<file path="src/hdl/ipd_frame_header_parser_top_assert.svh">
// Assertion macros for the frame header parser.
// IPD_ASSERT checks a property while reset is not asserted; IPD_ASSERT_ALWAYS checks it at every edge.
`ifndef IPD_FRAME_HEADER_PARSER_TOP_ASSERT_SVH
`define IPD_FRAME_HEADER_PARSER_TOP_ASSERT_SVH
`ifndef SYNTHESIS
`define IPD_ASSERT(lbl, clk, rst_n, prop) \
  lbl: assert property (@(posedge clk) disable iff (!rst_n) prop) \
    else $error("%m: check failed");
`define IPD_ASSERT_ALWAYS(lbl, clk, prop) \
  lbl: assert property (@(posedge clk) prop) \
    else $error("%m: check failed");
`else
`define IPD_ASSERT(lbl, clk, rst_n, prop)
`define IPD_ASSERT_ALWAYS(lbl, clk, prop)
`endif
`endif

</file>
<file path="src/hdl/ipd_pkg.sv">
`timescale 1ns / 1ps
package ipd_pkg;

  localparam int unsigned ID_FIELD_CHARS_DEF  = 6;
  localparam int unsigned LEN_FIELD_CHARS_DEF = 21;

  localparam int unsigned LEN_BITS = 16;
  localparam int unsigned DIGIT_W  = LEN_BITS + 1;
  localparam int unsigned PROD_W   = DIGIT_W + 4;

  localparam logic [7:0] CH_COMMA = 8'h2C;
  localparam logic [7:0] CH_COLON = 8'h3A;
  localparam logic [7:0] CH_D     = 8'h44;
  localparam logic [7:0] CH_ZERO  = 8'h30;
  localparam logic [7:0] CH_NINE  = 8'h39;

  localparam logic [7:0] CONN_ID_RESET  = 8'd4;
  localparam logic [15:0] MSG_SIZE_RESET = 16'd2048;

  typedef enum logic [0:0] {
    CFG_MAX_CONN_ID  = 1'b0,
    CFG_MAX_MSG_SIZE = 1'b1
  } cfg_idx_e;

  typedef enum logic [2:0] {
    PH_ID      = 3'd0,
    PH_ID_DATA = 3'd1,
    PH_LEN     = 3'd2,
    PH_PAYLOAD = 3'd3,
    PH_DONE    = 3'd4,
    PH_DEAD    = 3'd5
  } phase_e;

  typedef enum logic [3:0] {
    ERR_NONE         = 4'd0,
    ERR_ID_LONG      = 4'd1,
    ERR_ID_NOT_DIGIT = 4'd2,
    ERR_ID_OVERSIZED = 4'd3,
    ERR_DATA_ID_LONG = 4'd4,
    ERR_LEN_LONG     = 4'd5,
    ERR_MSG_LONG     = 4'd6,
    ERR_LEN_ZERO     = 4'd7,
    ERR_AFTER_ERROR  = 4'd8
  } err_e;

  typedef struct packed {
    logic [7:0]  max_conn_id;
    logic [15:0] max_msg_size;
  } cfg_t;

  typedef struct packed {
    logic [7:0]  payload_byte;
    logic        payload_valid;
    logic        payload_last;
    logic        frame_done;
    logic [7:0]  conn_id;
    logic        data_mode;
    logic [15:0] frame_len;
    err_e        error_code;
  } res_t;

  function automatic logic is_digit(input logic [7:0] c);
    return (c >= CH_ZERO) && (c <= CH_NINE);
  endfunction

endpackage

</file>
<file path="src/hdl/ipd_parser.sv">
`timescale 1ns / 1ps
`include "ipd_frame_header_parser_top_assert.svh"
module ipd_hdr_core
  import ipd_pkg::*;
#(
  parameter int unsigned ID_FIELD_CHARS  = ID_FIELD_CHARS_DEF,
  parameter int unsigned LEN_FIELD_CHARS = LEN_FIELD_CHARS_DEF
) (
  input  logic       clk_i,
  input  logic       rst_ni,
  input  logic       step_i,
  input  logic       cmd_i,
  input  logic [7:0] byte_i,
  input  cfg_t       cfg_i,
  output res_t       res_o
);

  localparam int unsigned MAX_CHARS =
    (ID_FIELD_CHARS > LEN_FIELD_CHARS) ? ID_FIELD_CHARS : LEN_FIELD_CHARS;
  localparam int unsigned CNT_W = $clog2(MAX_CHARS + 1);
  localparam logic [CNT_W-1:0] ID_LIMIT  = CNT_W'(ID_FIELD_CHARS);
  localparam logic [CNT_W-1:0] LEN_LIMIT = CNT_W'(LEN_FIELD_CHARS);
  localparam logic [DIGIT_W-1:0] DIGIT_CAP = {DIGIT_W{1'b1}};

  phase_e             phase_q, phase_d;
  logic [CNT_W-1:0]   cnt_q, cnt_d;
  logic [7:0]         first_q, first_d;
  logic [DIGIT_W-1:0] dv_q, dv_d;
  logic               ended_q, ended_d;
  logic [7:0]         id_q, id_d;
  logic               flag_q, flag_d;
  logic [15:0]        len_q, len_d;
  logic [15:0]        seen_q, seen_d;
  err_e               err_q, err_d;

  // field accumulator for a pushed character
  logic [CNT_W-1:0]   push_cnt;
  logic [7:0]         push_first;
  logic [DIGIT_W-1:0] push_dv;
  logic               push_ended;
  logic [PROD_W-1:0]  prod;
  logic [7:0]         id_sat;
  logic [15:0]        len_sat;
  logic               id_big;
  logic [15:0]        seen_inc;
  logic               valid, last;

  always_comb begin
    prod = {1'b0, dv_q, 3'b000} + {3'b000, dv_q, 1'b0}
           + PROD_W'(byte_i - CH_ZERO);
    push_first = (cnt_q == '0) ? byte_i : first_q;
    push_cnt   = cnt_q + CNT_W'(1);
    push_dv    = dv_q;
    push_ended = ended_q;
    if (!ended_q && is_digit(byte_i)) begin
      push_dv = (prod > PROD_W'(DIGIT_CAP)) ? DIGIT_CAP : prod[DIGIT_W-1:0];
    end else begin
      push_ended = 1'b1;
    end
    id_sat  = (dv_q > DIGIT_W'(8'hFF)) ? 8'hFF : dv_q[7:0];
    len_sat = (dv_q > DIGIT_W'(16'hFFFF)) ? 16'hFFFF : dv_q[15:0];
    id_big  = dv_q > DIGIT_W'(cfg_i.max_conn_id);
    seen_inc = seen_q + 16'd1;
  end

  always_comb begin
    phase_d = phase_q;
    cnt_d   = cnt_q;
    first_d = first_q;
    dv_d    = dv_q;
    ended_d = ended_q;
    id_d    = id_q;
    flag_d  = flag_q;
    len_d   = len_q;
    seen_d  = seen_q;
    err_d   = err_q;
    valid   = 1'b0;
    last    = 1'b0;

    if (step_i) begin
      if (cmd_i) begin
        phase_d = PH_ID;
        cnt_d   = '0;
        first_d = '0;
        dv_d    = '0;
        ended_d = 1'b0;
        id_d    = '0;
        flag_d  = 1'b0;
        len_d   = '0;
        seen_d  = '0;
        err_d   = ERR_NONE;
      end else begin
        unique case (phase_q)
          PH_ID, PH_ID_DATA: begin
            if (cnt_q >= ID_LIMIT) begin
              phase_d = PH_DEAD;
              err_d   = (phase_q == PH_ID) ? ERR_ID_LONG : ERR_DATA_ID_LONG;
            end else if (byte_i == CH_COMMA) begin
              if (phase_q == PH_ID && first_q == CH_D) begin
                phase_d = PH_ID_DATA;
                cnt_d = '0; first_d = '0; dv_d = '0; ended_d = 1'b0;
              end else if (phase_q == PH_ID && !is_digit(first_q)) begin
                phase_d = PH_DEAD;
                err_d   = ERR_ID_NOT_DIGIT;
              end else begin
                id_d = id_sat;
                if (id_big) begin
                  phase_d = PH_DEAD;
                  err_d   = ERR_ID_OVERSIZED;
                end else begin
                  if (phase_q == PH_ID_DATA) flag_d = 1'b1;
                  phase_d = PH_LEN;
                  cnt_d = '0; first_d = '0; dv_d = '0; ended_d = 1'b0;
                end
              end
            end else begin
              cnt_d = push_cnt; first_d = push_first; dv_d = push_dv; ended_d = push_ended;
            end
          end
          PH_LEN: begin
            if (cnt_q >= LEN_LIMIT) begin
              phase_d = PH_DEAD;
              err_d   = ERR_LEN_LONG;
            end else if (byte_i == CH_COLON) begin
              len_d = len_sat;
              if (dv_q >= DIGIT_W'(cfg_i.max_msg_size)) begin
                phase_d = PH_DEAD;
                err_d   = ERR_MSG_LONG;
              end else if (dv_q == '0) begin
                phase_d = PH_DEAD;
                err_d   = ERR_LEN_ZERO;
              end else begin
                phase_d = PH_PAYLOAD;
                seen_d  = '0;
                cnt_d = '0; first_d = '0; dv_d = '0; ended_d = 1'b0;
              end
            end else begin
              cnt_d = push_cnt; first_d = push_first; dv_d = push_dv; ended_d = push_ended;
            end
          end
          PH_PAYLOAD: begin
            valid  = 1'b1;
            seen_d = seen_inc;
            if (seen_inc == len_q) begin
              last    = 1'b1;
              phase_d = PH_DONE;
            end
          end
          default: ;
        endcase
      end
    end
  end

  always_comb begin
    res_o.payload_byte  = valid ? byte_i : 8'h00;
    res_o.payload_valid = valid;
    res_o.payload_last  = last;
    res_o.frame_done    = (phase_d == PH_DONE);
    res_o.conn_id       = id_d;
    res_o.data_mode     = flag_d;
    res_o.frame_len     = len_d;
    res_o.error_code    = err_d;
  end

  always_ff @(posedge clk_i or negedge rst_ni) begin
    if (!rst_ni) begin
      phase_q <= PH_ID;
      cnt_q   <= '0;
      first_q <= '0;
      dv_q    <= '0;
      ended_q <= 1'b0;
      id_q    <= '0;
      flag_q  <= 1'b0;
      len_q   <= '0;
      seen_q  <= '0;
      err_q   <= ERR_NONE;
    end else begin
      phase_q <= phase_d;
      cnt_q   <= cnt_d;
      first_q <= first_d;
      dv_q    <= dv_d;
      ended_q <= ended_d;
      id_q    <= id_d;
      flag_q  <= flag_d;
      len_q   <= len_d;
      seen_q  <= seen_d;
      err_q   <= err_d;
    end
  end

  `IPD_ASSERT(a_dead_has_error, clk_i, rst_ni, (phase_q == PH_DEAD) |-> (err_q != ERR_NONE))
  `IPD_ASSERT(a_live_no_error, clk_i, rst_ni, (phase_q != PH_DEAD) |-> (err_q == ERR_NONE))
  `IPD_ASSERT(a_payload_len_set, clk_i, rst_ni, (phase_q == PH_PAYLOAD) |-> (len_q != 16'd0))

endmodule

</file>
<file path="src/hdl/ipd_frame_header_parser_top.sv">
`timescale 1ns / 1ps
// Frame header parser: takes one byte per word of the input stream and returns one
// result word per input word, showing the parser state after that byte. The header
// "<id>,<length>:" or "D,<id>,<length>:" is checked against the two limit registers,
// payload bytes are passed through with tlast on the final one, and the first error
// stays latched until a restart word (tuser high). The parser state updates at
// acceptance and the result goes to an output register, so a new word is taken
// every cycle as long as the result side keeps up. Write the limit registers only
// while the stream is idle.
`include "ipd_frame_header_parser_top_assert.svh"
module ipd_frame_header_parser_top
  import ipd_pkg::*;
#(
  parameter int unsigned ID_FIELD_CHARS  = ID_FIELD_CHARS_DEF,
  parameter int unsigned LEN_FIELD_CHARS = LEN_FIELD_CHARS_DEF
) (
  input  logic        clk_i,
  input  logic        rst_ni,
  input  logic        s_axis_tvalid,
  output logic        s_axis_tready,
  input  logic [7:0]  s_axis_tdata,   // [7:0] data_byte
  input  logic        s_axis_tuser,   // [0] cmd
  output logic        m_axis_tvalid,
  input  logic        m_axis_tready,
  // [7:0] payload_byte, [8] frame_done, [16:9] conn_id, [17] data_mode,
  // [33:18] frame_len, [37:34] error_code, [39:38] zero
  output logic [39:0] m_axis_tdata,
  output logic        m_axis_tuser,   // [0] payload_valid
  output logic        m_axis_tlast,   // payload_last
  input  logic        cfg_valid_i,
  output logic        cfg_ready_o,
  input  logic        cfg_index_i,
  input  logic [15:0] cfg_data_i
);

  cfg_t cfg_q;
  res_t res_d, res_q;
  logic out_valid_q;
  logic in_fire;
  logic out_last, out_pay, out_done, out_clean;

  assign s_axis_tready = !out_valid_q || m_axis_tready;
  assign in_fire       = s_axis_tvalid && s_axis_tready;
  assign cfg_ready_o   = 1'b1;

  always_ff @(posedge clk_i or negedge rst_ni) begin
    if (!rst_ni) begin
      cfg_q.max_conn_id  <= CONN_ID_RESET;
      cfg_q.max_msg_size <= MSG_SIZE_RESET;
    end else if (cfg_valid_i) begin
      unique case (cfg_idx_e'(cfg_index_i))
        CFG_MAX_CONN_ID:  cfg_q.max_conn_id  <= cfg_data_i[7:0];
        CFG_MAX_MSG_SIZE: cfg_q.max_msg_size <= cfg_data_i;
        default: ;
      endcase
    end
  end

  ipd_hdr_core #(
    .ID_FIELD_CHARS  (ID_FIELD_CHARS),
    .LEN_FIELD_CHARS (LEN_FIELD_CHARS)
  ) u_parser (
    .clk_i  (clk_i),
    .rst_ni (rst_ni),
    .step_i (in_fire),
    .cmd_i  (s_axis_tuser),
    .byte_i (s_axis_tdata),
    .cfg_i  (cfg_q),
    .res_o  (res_d)
  );

  // hold the result word until taken
  always_ff @(posedge clk_i or negedge rst_ni) begin
    if (!rst_ni) begin
      out_valid_q <= 1'b0;
    end else if (s_axis_tready) begin
      out_valid_q <= s_axis_tvalid;
    end
  end

  always_ff @(posedge clk_i) begin
    if (in_fire) begin
      res_q <= res_d;
    end
  end

  assign m_axis_tvalid = out_valid_q;
  assign m_axis_tuser  = res_q.payload_valid;
  assign m_axis_tlast  = res_q.payload_last;
  assign m_axis_tdata  = {2'b00, res_q.error_code, res_q.frame_len, res_q.data_mode,
                          res_q.conn_id, res_q.frame_done, res_q.payload_byte};

  assign out_last  = out_valid_q && res_q.payload_last;
  assign out_pay   = out_valid_q && res_q.payload_valid;
  assign out_done  = out_valid_q && res_q.frame_done;
  assign out_clean = (res_q.error_code == ERR_NONE);

  `IPD_ASSERT(a_last_is_payload, clk_i, rst_ni, out_last |-> (out_pay && out_done))
  `IPD_ASSERT(a_payload_no_error, clk_i, rst_ni, out_pay |-> out_clean)
  `IPD_ASSERT(a_done_no_error, clk_i, rst_ni, out_done |-> out_clean)

endmodule
</file>
<file path="config.mk">
export PLATFORM = sky130hd
export DESIGN_NAME = ipd_frame_header_parser_top
export DESIGN_NICKNAME = d
export VERILOG_FILES = /design/src/hdl/ipd_pkg.sv /design/src/hdl/ipd_parser.sv /design/src/hdl/ipd_frame_header_parser_top.sv
export VERILOG_INCLUDE_DIRS = /design/src /design/src/hdl
export SDC_FILE = /design/constraint.sdc
export NUM_CORES = 1
export LEC_CHECK = 0
export BUFFER_PORTS_ARGS = -buffer_cell sky130_fd_sc_hd__buf_2
export CAP_MARGIN = 10
export CORE_ASPECT_RATIO = 0.8
export CORE_MARGIN = 3
export CORE_UTILIZATION = 40
export DETAILED_ROUTE_END_ITERATION = 16
export SYNTH_ARGS = -nofsm -noshare
export SYNTH_HDL_FRONTEND = slang
export SYNTH_SLANG_ARGS = --single-unit
export TNS_END_PERCENT = 5
</file>
<file path="constraint.sdc">
create_clock -name clk_i -period 3.6 [get_ports clk_i]
set_input_delay 0.18 -clock clk_i [delete_from_list [all_inputs] [get_ports clk_i]]
set_output_delay 0.18 -clock clk_i [all_outputs]
set_load 0.005 [all_outputs]
</file>
**Yosys cells after proc, flatten, opt, wreduce, memory -nomap -nowiden**

Index checks and enable logic that the tools add are counted.

- Bits in registers: 144
- Input port bits: 31
- Output and inout port bits: 45

- Add/sub/neg operators: 5
- $lt $le $gt $ge: 11
- Equality and inequality tests: 17
- Muxes and demuxes: 107
- Bitwise operators: 2
- Reductions and logical operators: 21

Operator list:

| operator | number |
|---|---|
| 17-bit 2-to-1 mux | 12 |
| 16-bit 2-to-1 mux | 11 |
| 8-bit 2-to-1 mux | 19 |
| 5-bit 2-to-1 mux | 10 |
| 4-bit 2-to-1 mux | 11 |
| 3-bit 2-to-1 mux | 13 |
| 17-bit one-hot mux with 2 select lines | 1 |
| 16-bit one-hot mux with 2 select lines | 1 |
| 1-bit 2-to-1 mux | 24 |
| 20-bit by 18-bit adder with 21-bit output | 1 |
| 21-bit adder | 1 |
| 21-bit by 17-bit > comparator with 1-bit output (second input constant) | 1 |
| 17-bit by 16-bit greater-or-equal comparator with 1-bit output | 1 |
| 17-bit by 16-bit > comparator with 1-bit output (second input constant) | 1 |
| 17-bit by 8-bit > comparator with 1-bit output | 1 |
| 17-bit by 8-bit > comparator with 1-bit output (second input constant) | 1 |
| 17-bit zero test | 1 |
| 16-bit by 1-bit adder with 16-bit output (second input constant) | 1 |
| 16-bit equality test | 1 |
| 8-bit by 6-bit equality test with 1-bit output (second input constant) | 2 |
| 8-bit by 6-bit greater-or-equal comparator with 1-bit output (second input constant) | 2 |
| 8-bit by 6-bit <= comparator with 1-bit output (second input constant) | 2 |
| 8-bit one-hot mux with 2 select lines | 1 |
| 3-bit inequality test (second input constant) | 4 |
| 26 further kinds | 40 |

**Depth between registers and ports, before layout**

- Depth after elaboration: 12
- Mapped depth: 14
- Depth with buffers taken out: 13

**By module**

Synthesis repeated with hierarchy kept, for this count alone.

- Cells, all modules: 883
- Area total of the unflattened synthesis: 8934.8 sq um

By module, submodules not included:

| module | instances | cells an instance | area an instance (sq um) | sequential area each (sq um) |
|---|---|---|---|---|
| ipd_hdr_core | 1 | 782 | 6670.1 | 1976.9 |
| ipd_frame_header_parser_top | 1 | 101 | 2264.7 | 1829.3 |

**Least setup slack after synthesis**

Ideal clock, no wire load.

- Kind: input-to-reg
- Start point: in s_axis_tdata[4]
- End point: reg u_parser.dv_q[10]
- Library setup time: 0.123 ns
- Arrival: 4.252 ns
- Required time: 3.477 ns
- Path slack: -0.774 ns
- Stages: 14
- Cells stage by stage: ha_1 > nor3_1 > fa_1 > ha_1 > clkbuf_1 > a21oi_1 > nor2_1 > nor3_1 > o211ai_1 > a311oi_1 > xor2_1 > nand4_2 > buf_4 > o221a_2

- Word-level cells in the longest chain between the ends: 9
- Elaborated cells between the ends (all ways): 22
- Classes of those cells: add/sub: 2; order compare: 3; eq/ne: 6; mux: 8; reduce/logical: 3

Ends and longest elaborated chain:

| element | line | RTL |
|---|---|---|
| from (decl) | ipd_frame_header_parser_top.sv:21 | `input logic [7:0] s_axis_tdata,` |
| 8-bit by 6-bit subtractor with 9-bit output | ipd_parser.sv:50 | `+ PROD_W'(byte_i - CH_ZERO);` |
| 21-bit adder | ipd_parser.sv:50 |  |
| 21-bit by 17-bit > comparator with 1-bit output | ipd_parser.sv:56 | `push_dv = (prod > PROD_W'(DIGIT_CAP)) ? DIGIT_CAP : prod[DIGIT_W-1:0];` |
| 17-bit 2-to-1 mux | ipd_parser.sv:56 |  |
| 17-bit 2-to-1 mux | ipd_parser.sv:55 | `if (!ended_q && is_digit(byte_i)) begin` |
| 17-bit 2-to-1 mux (on tied branches) | ipd_parser.sv:124, ipd_parser.sv:98 |  |
| 17-bit 2-to-1 mux (on tied branches) | ipd_parser.sv:121, ipd_parser.sv:95 |  |
| 17-bit one-hot mux with 2 select lines | ipd_parser.sv:93 | `unique case (phase_q)` |
| 17-bit 2-to-1 mux | ipd_parser.sv:81 | `if (cmd_i) begin` |
| to (signal assigned) | ipd_parser.sv:182 | `dv_q <= dv_d;` |
| to (decl) | ipd_parser.sv:28 | `logic [DIGIT_W-1:0] dv_q, dv_d;` |

Parallel ways exist; a longest one is shown, timed or not. The select of a mux whose other input is x is not followed.
A chain may end at the register's enable or synchronous reset.

**Final worst setup path**

- Start point: reg u_parser.dv_q[2]
- End point: reg u_parser.dv_q[5]

- Word-level cells in the longest chain between the ends: 9
- Elaborated cells between the ends (all ways): 18
- Classes of those cells: add/sub: 2; order compare: 3; eq/ne: 3; mux: 8; reduce/logical: 2

Ends and longest elaborated chain:

| element | line | RTL |
|---|---|---|
| 20-bit by 18-bit adder with 21-bit output | ipd_parser.sv:49 | `prod = {1'b0, dv_q, 3'b000} + {3'b000, dv_q, 1'b0}` |
| 21-bit adder | ipd_parser.sv:50 |  |
| 21-bit by 17-bit > comparator with 1-bit output | ipd_parser.sv:56 |  |
| 17-bit 2-to-1 mux | ipd_parser.sv:56 |  |
| 17-bit 2-to-1 mux | ipd_parser.sv:55 |  |
| 17-bit 2-to-1 mux (on tied branches) | ipd_parser.sv:124, ipd_parser.sv:98 |  |
| 17-bit 2-to-1 mux (on tied branches) | ipd_parser.sv:121, ipd_parser.sv:95 |  |
| 17-bit one-hot mux with 2 select lines | ipd_parser.sv:93 |  |
| 17-bit 2-to-1 mux | ipd_parser.sv:81 |  |

Parallel ways exist; a longest one is shown, timed or not. The select of a mux whose other input is x is not followed.

==> flow_metrics.tcl <==
set metrics [dict create \
    synth-edff-count 40 \
    ys_ff_latch 144 \
    yosys_warnings 0 \
    post-route-min-period_ns 3.41 \
    grt_max_degree 39 \
    clk_path_buf_depth 2 \
    multi_input_area_um2 4650 \
    cellPowerDensity_nw_per_um2 446 \
    cts_tree "yes" \
    grt_usage_pct 20.2 \
    hold_class "primary input to register" \
    cts_htree_levels 4 \
    cts_buffers 17 \
    hold_violations 0 \
    antenna_found_initial 0 \
    power_mw 4.66 \
    cpMostUsedCell "fa_1" \
    utilization_pct 48.1 \
    dp_hpwl_um 17600 \
    finalSetupTns_ns 0 \
    worst_slew_pin_slew_ns 0.781 \
    wl_per_cell_um 17.8 \
    grt_use_met1_pct 30.3 \
    seqCellArea_um2 3810 \
    core_um2 21700 \
    clkPwrFrac_pct 36.3 \
    synthArstFlopShare_pct 72.2 \
    io_buffers 72 \
    p_sw_share_pct 30.2 \
    cp-end-kind "register" \
    num-fill-cells 1999 \
    drv_cap 0 \
    power_switching_mw 1.41 \
    start_util_pct 40.9 \
    root_buffer "clkbuf_16" \
    use_met2_pct 29.2 \
    diodes 0 \
    syn_inst 909 \
    grt_pass1_vias 7111 \
    p_seq_share_pct 43.4 \
    vias 7315 \
    crit_required_ns 3.90 \
    grt_overflow 0 \
    crit_fanout 17 \
    dp_cells 1277 \
    ys_types 79 \
    drive_gt1_share_pct 19.7 \
    worst_ep_arrival_time_ns 3.72 \
    use_met3_pct 4.08 \
    grt_pass1_wl_um 38800 \
    post_drt_via_cell_ratio 5.51 \
    top_level_ports 76 \
    gp_congestion 0.919 \
    area_growth_pct 17.7 \
    path_clk_slew_ns 0.06 \
    grt.busiest_layer "met1" \
    fmax_mhz 293 \
    first_iter_violations 622 \
    leakage_nw 4.70 \
    status "finished clean" \
    nets 1114 \
    rows 48 \
    insertion_delay_ns 0.43 \
    path_cells "fa_1, inv_1, fa_1, nor2b_2, o31a_1, o21ai_1, o211ai_1, mux2i_1, and3_1, nand4_2, buf_4, o221a_2" \
    critPathMaxStageDelay_ns 0.53 \
    critPathKind "register to register" \
    finalSetupViolations 0 \
    comb_power_share_pct 20.3 \
    route.detailed.drc 0 \
    critPathLaunchType "register" \
    dieArea_um2 24000 \
    crit_slowest_cell "fa_1" \
    path_buf_inv 2 \
    layout_commonest_cell "dfrtp_1" \
    synth_area_um2 8870 \
    stdcell_count 1327 \
    mostFrequentLayoutCells "dfrtp_1, nor2_1, nand2_1, buf_2, o21ai_0" \
    fp.dieH_um 139 \
    ir_drop_mv 0.310 \
    slew_headroom_pct 47.4 \
    finClkSkew_ns 0.0115 \
    yosysSeqAreaShare_pct 42.9 \
    finalMaxSlewViolations 0 \
    detail-route-antenna-nets 0 \
    finalCritPeriodShare_pct 94.9 \
    die_x_um 173 \
    wirelength_um 23700 \
    ys.flop_type "dfrtp_1" \
    firstDrtPassIters 6 \
    critPathTopFamily "adder cells" \
    avgSynthCellArea_um2 9.76 \
    cts_sinks 144 \
    intPower_mw 3.25 \
]
==> sequential cells by signal (all words and copies together), names as in the netlist <==
name              flops
u_parser.flag_q       1
m_axis_tvalid         1
u_parser.dv_q        17
m_axis_tlast          1
cfg_q                24
u_parser.id_q         8
u_parser.first_q      8
u_parser.ended_q      1
u_parser.phase_q      3
m_axis_tdata         38
u_parser.err_q        4
u_parser.seen_q      16
m_axis_tuser          1
u_parser.len_q       16
u_parser.cnt_q        5
==> power groups by stage <==
stage / sequential (mW) / clock (mW) / combinational (mW)
CTS: 2.02 / 1.72 / 0.940
global route: 2.04 / 1.79 / 1.08
detailed placement: 2.05 / 0 / 0.917
finish: 2.02 / 1.69 / 0.947
global placement: 2.04 / 0 / 0.908
floorplan: 2.01 / 0 / 0.655
==> area by class of cell <==
class,count,share of cell area (%)
sequential,144,36.5
tap,300,3.60
multi-input combinational,664,44.5
inverter,63,2.27
timing repair buffer,124,7.77
clock inverter,12,1.08
clock buffer,20,4.28
==> cell usage after synthesis, types with 9 or more instances <==
cell type	number	area (um2)
mux2_2	18	203
a21oi_1	41	205
nand4_1	12	75.1
o21ai_0	64	320
xor2_1	9	78.8
nor3_1	33	165
a31oi_1	10	62.6
and3_1	13	81.3
edfxtp_1	40	1200
nand2_1	80	300
xnor2_1	20	175
inv_1	62	233
fa_1	16	320
nand2b_1	12	75.1
o221a_2	19	214
clkbuf_1	24	90.1
nor2_1	93	349
ha_1	53	663
nand3_1	23	115
dfrtp_1	102	2550
or3_1	10	62.6
==> repair_timing <==
item | in CTS | in global routing
endpoints found under the hold margin | 52 | 1
hold buffers | 17 | 1
endpoints found under the setup margin | 0 | 20
gates resized for setup | 0 | 3
setup buffers | 0 | 0
==> logic make-up after synthesis <==
family / synth area share [%]
muxes: 2.79
DFF: 42.9
buffers and inverters: 5.18
adders and majority gates: 11.1
xor gates and xnor gates: 2.86
other: 0.0847
AOI/OAI and AO/OA: 16.5
and+or+nand+nor: 18.6
==> per-stage QoR <==
step	cell area [um2]	hold WS [ns]	setup slack, ns
after floorplan	8900	-0.116	0.00164
after global placement	9690	0.183	0.0702
after detailed placement	9690	0.183	0.0149
after CTS	10400	0.0000124	0.160
after global routing	10400	0.0151	-0.00773
final	10400	0.0154	0.185
==> final timing paths <==
check                             startpoint                   to  slack, ns  cells past startpoint
hold reg to reg            u_parser.err_q[3]    u_parser.err_q[3]       0.49                      1
min in group asynchronous             rst_ni             cfg_q[2]       0.27                      2
max in group asynchronous             rst_ni   u_parser.seen_q[2]       2.44                      3
hold / removal               s_axis_tdata[4]  u_parser.first_q[4]       0.02                      2
setup reg to reg            u_parser.dv_q[2]     u_parser.dv_q[5]       0.19                     12
setup / recovery            u_parser.dv_q[2]     u_parser.dv_q[5]       0.19                     12
==> metal layers <==
metal | up-vias | share of wire, %
li1 | 3502 | -
met1 | 3500 | 50
met3 | 39 | 6.2
met5 | - | 0
met4 | 0 | 1.7
met2 | 274 | 42
Note: power is estimated with default switching activity, not from simulation.
